`config.mk`:
```
export PLATFORM = sky130hd
export DESIGN_NAME = knn_front
export DESIGN_NICKNAME = d
export VERILOG_FILES = /design/src/rtl/core/knn_pkg.sv /design/src/rtl/core/knn_front.sv
export SDC_FILE = /design/constraint.sdc
export NUM_CORES = 1
export LEC_CHECK = 0
export ABC_AREA = 1
export BUFFER_PORTS_ARGS = -buffer_cell sky130_fd_sc_hd__buf_2
export CORE_AREA = 2 2 136 138
export CTS_CLUSTER_DIAMETER = 120
export DETAILED_ROUTE_END_ITERATION = 12
export DIE_AREA = 0 0 138 140
export GPL_ROUTABILITY_DRIVEN = 1
export GPL_TIMING_DRIVEN = 0
export PLACE_DENSITY = 0.5
export SYNTH_ARGS = -nofsm -noshare
export SYNTH_HDL_FRONTEND = slang
export SYNTH_SLANG_ARGS = --single-unit
```
`constraint.sdc`:
```
create_clock -name clk -period 7.38 [get_ports clk]
set_input_delay 0.738 -clock clk [delete_from_list [all_inputs] [get_ports clk]]
set_output_delay 0.738 -clock clk [all_outputs]
set_load 0.1 [all_outputs]
```
`src/rtl/core/knn_pkg.sv`:
```
package knn_pkg;

    localparam int NUM_FEATURES = 40;
    localparam int DB_DEPTH     = 1024;
    localparam int MAX_K        = 16;
    localparam int NUM_CLASSES  = 100;
    localparam int QUEUE_DEPTH  = 4;

    localparam int ACT_W  = 2;
    localparam int VAL_W  = 16;
    localparam int IDX_W  = 10;
    localparam int STAT_W = 2;
    localparam int CLS_W  = 7;
    localparam int NC_W   = 5;

    localparam int F_W   = (NUM_FEATURES > 1) ? $clog2(NUM_FEATURES) : 1;
    localparam int POS_W = $clog2(NUM_FEATURES + 1);
    localparam int E_W   = (DB_DEPTH > 1) ? $clog2(DB_DEPTH) : 1;
    localparam int T_W   = $clog2(DB_DEPTH + 1);
    localparam int A_W   = (DB_DEPTH * NUM_FEATURES > 1) ? $clog2(DB_DEPTH * NUM_FEATURES) : 1;
    localparam int K_W   = $clog2(MAX_K + 1);
    localparam int KI_W  = (MAX_K > 1) ? $clog2(MAX_K) : 1;
    localparam int Q_W   = (QUEUE_DEPTH > 1) ? $clog2(QUEUE_DEPTH) : 1;
    localparam int QC_W  = $clog2(QUEUE_DEPTH + 1);

    localparam int DIFF_W = VAL_W + 1;
    localparam int SQ_W   = 2 * DIFF_W;
    localparam int TERM_W = SQ_W + VAL_W;
    localparam int DIST_W = 56;

    localparam logic [DIST_W-1:0] DIST_TOP   = '1;
    localparam logic [VAL_W-1:0]  WEIGHT_ONE = VAL_W'(256);

    typedef enum logic [STAT_W-1:0] {
        ST_OK,
        ST_NO_DB,
        ST_RANGE,
        ST_FULL
    } status_t;

    typedef enum logic [ACT_W-1:0] {
        OP_FEAT,
        OP_CLEAR,
        OP_READ,
        OP_WEIGHT
    } op_t;

    typedef struct packed {
        op_t              op;
        logic [VAL_W-1:0] value;
        logic [IDX_W-1:0] index;
        logic             last;
        logic             w_ok;
    } cmd_t;

    typedef struct packed {
        logic [K_W-1:0]   k;
        logic             learn_en;
        logic [CLS_W-1:0] learn_class;
    } cfg_t;

endpackage

```
`src/rtl/core/knn_front.sv`:
```
module knn_front
    import knn_pkg::*;
(
    input  logic                    clk,
    input  logic                    rst_n,
    input  logic                    in_valid,
    output logic                    in_stall,
    input  logic [ACT_W-1:0]        action,
    input  logic signed [VAL_W-1:0] value,
    input  logic [IDX_W-1:0]        index,
    input  logic                    last,
    input  logic                    pop,
    output logic                    cmd_valid,
    output cmd_t                    cmd
);

    cmd_t             q_mem [QUEUE_DEPTH];
    logic [Q_W-1:0]   wr_ptr_reg;
    logic [Q_W-1:0]   rd_ptr_reg;
    logic [QC_W-1:0]  count_reg;
    logic             push;
    cmd_t             dec;

    // decode the incoming item
    always_comb
    begin
        dec.op    = op_t'(action);
        dec.value = value;
        dec.index = index;
        dec.last  = last;
        dec.w_ok  = (32'(index) < NUM_FEATURES);
    end

    assign in_stall  = (count_reg == QC_W'(QUEUE_DEPTH));
    assign push      = in_valid && !in_stall;
    assign cmd_valid = (count_reg != '0);
    assign cmd       = q_mem[rd_ptr_reg];

    always_ff @(posedge clk or negedge rst_n)
    begin
        if (!rst_n)
        begin
            wr_ptr_reg <= '0;
            rd_ptr_reg <= '0;
            count_reg  <= '0;
        end
        else
        begin
            if (push)
            begin
                wr_ptr_reg <= wr_ptr_reg + Q_W'(1);
            end
            if (pop)
            begin
                rd_ptr_reg <= rd_ptr_reg + Q_W'(1);
            end
            if (push && !pop)
            begin
                count_reg <= count_reg + QC_W'(1);
            end
            else if (pop && !push)
            begin
                count_reg <= count_reg - QC_W'(1);
            end
        end
    end

    always_ff @(posedge clk)
    begin
        if (push)
        begin
            q_mem[wr_ptr_reg] <= dec;
        end
    end

    a_count_max: assert property (@(posedge clk) disable iff (!rst_n)
        count_reg <= QC_W'(QUEUE_DEPTH))
        else $error("queue count overflow");

    a_pop_valid: assert property (@(posedge clk) disable iff (!rst_n)
        pop |-> cmd_valid)
        else $error("pop from empty queue");

    a_push_count: assert property (@(posedge clk) disable iff (!rst_n)
        (push && !pop) |=> (count_reg == $past(count_reg) + QC_W'(1)))
        else $error("queue count did not follow push");

endmodule

```
==> metrics.csv <==
metric;value;unit
Tcrit/Tclk final;37.71;%
post-route ant nets;0;
required time worst endpoint;6640;ps
met1 wire length;5024;um
run status;finished, final reports clean;
drt first pass iters;4;
Worst Setup Start Kind;flop;
gp weighted congestion;0.6806;
clk_lat worst skew;410;ps
Max transition margin;58.40;%
Netlist Area Pre-Place;0.005290;mm2
register area;0.003779;mm2
RR Startpoint;count_reg[0];
Finished Layout Cells;739;
clock sink total;127;
Layout Nets;535;
FF-to-FF End;q_mem[2][16];
DRC;0;
cts repair resizes;0;
Die H;140;um
Setup TNS;0;ps
Fillers;1729;
first-pass GRT wire length;18550;um
Avg WL per Cell;16.02;um
Placed Cells;706;
worst-path fanout max;10;
Initial Utilization;29.75;%
number of max-cap violations;0;
hold_buf cts;0;
largest net degree at the start of global routing;19;
final WL;11840;um
min Tclk post-route;2783;ps
Synth Instances;409;
r2r worst-path depth;5;
core area;0.01778;mm2
H-Tree Depth;4;
syn_area_per_cell;12.93;um2
Post-CTS Setup Inserts;0;
row count;49;
class of the worst hold path;input port to async pin;
die area;0.01932;mm2
Layout Utilization;37.66;%
share of layout cells above drive strength 1;26.13;%
fmax;0.3593;GHz
number of CTS-inserted buffers;17;
DR vias/cell;4.399;
post-DP HPWL;7441;um
initial antenna violation count;2;
CTS max path bufs;2;
Slew Viols, Final;0;
drt first-iter violations;166;
routed wl met3;504;um
RSZ-0062 raised after global routing;false;
#FFs+latches synth;127;
Setup crit end kind;output pin;
Detail Route met2 WL;6091;um
Mapped Nets;448;
reg2reg setup slack;5300;ps
CP Data Arrival Time;2040;ps
# IOs;65;
crit path kind;flop to output pin;
total gr overflow;0;
final setup violation count;0;
Worst Max-Slew Pin Slew;622.5;ps
Largest register FFs;120;
Netlist cell types;19;
IO buf count;64;
Synth Warn #;0;
Die W;138;um
post-synthesis sequential area ratio;71.43;%
Vias;3251;
clock root buffer;clkbuf_16;
multi-input gate area in the final layout;0.001097;mm2
Worst-path clk slew;50;ps
Max Used Layer;met5;
TritonCTS clock tree;built;
Final Hold Violating Endpoints;0;
Area Overhead vs Synth;26.58;%
GRT Resource Usage Total;12.81;%
vias in the first global route;3451;
clk_skew;7.430;ps
## Yosys cell counts
master	count	share of area, %
buf_2	7	0.66
buf_6	10	2.1
clkbuf_1	3	0.21
dfrtp_1	7	3.3
edfxtp_1	120	68
fa_1	1	0.38
ha_1	5	1.2
inv_1	73	5.2
inv_2	3	0.21
nand2_1	102	7.2
nand3_1	5	0.47
nand4_1	1	0.12
nor2_1	7	0.50
o211ai_1	49	7.0
o211ai_2	11	2.6
o21a_1	1	0.14
o21ai_1	1	0.095
xnor2_1	1	0.17
xor2_1	2	0.33
## through the flow
step                worst slack [ps]  area [um2]  hold WS [ps]
finish                          4597        6696         171.6
global route                    4466        6694         163.1
CTS                             4529        6694         159.1
detailed placement              4965        6037         506.0
global placement                3430        5897         477.2
floorplan                       4792        5290         442.4
## critical path, stage by stage, from the launching register on
cell and delay [ps]:
dfrtp_1 370, clkbuf_1 490, o211ai_1 210, nand2_1 140, buf_2 430
## worst max-delay path by stage
stage	start	endpoint	slack (ps)	depth (start not counted)
after floorplan	in_valid	q_mem[0][0]	4790	2
after global placement	in_valid	q_mem[3][5]	3430	3
after detailed placement	rd_ptr_reg[1]	cmd[19]	4970	4
after CTS	rd_ptr_reg[1]	cmd[19]	4530	4
after global routing	rd_ptr_reg[1]	cmd[24]	4470	4
final	rd_ptr_reg[1]	cmd[19]	4600	4
## layout make-up
| type | instances | area share, % |
|---|---|---|
| diodes | 1 | 0.03737 |
| plain buffers | 20 | 2.373 |
| clock buffers | 22 | 7.081 |
| clock inverters | 10 | 2.728 |
| inverters | 76 | 4.260 |
| multi-input cells | 186 | 16.39 |
| flip-flops and latches | 127 | 56.43 |
| well taps | 229 | 4.279 |
| repair buffers | 68 | 6.428 |
## kinds of logic (layout without fill, tap and decap cells)
kind of cell / Yosys count / after routing / synth area share [%]
flip-flops: 127 / 127 / 71.43
AND/OR/NAND/NOR: 115 / 115 / 8.326
buffers and inverters: 96 / 196 / 8.396
AO/OA/AOI/OAI: 62 / 62 / 9.792
adder cells (fa/ha/maj): 6 / 6 / 1.561
XOR/XNOR: 3 / 3 / 0.4968
other: 0 / 1 / 0
## layer usage
layer,vias up,GRT usage [%]
met1,1576,14.76
met5,-,0
met4,2,5.102
li1,1584,-
met2,70,22.46
met3,19,3.795
## placed cells by master (no fill, tap or decap), drive strengths merged
cell type	n
nor2	7
buf	85
edfxtp	120
nand2	102
clkbuf	25
fa	1
nand3	5
ha	5
bufinv	5
o21ai	1
xnor2	1
xor2	2
dfrtp	7
nand4	1
o21a	1
o211ai	60
inv	77
diode	1
clkinv	4
Power is not shown: default switching activity piles up to over one toggle a cycle in this logic, so the estimate is an artifact.
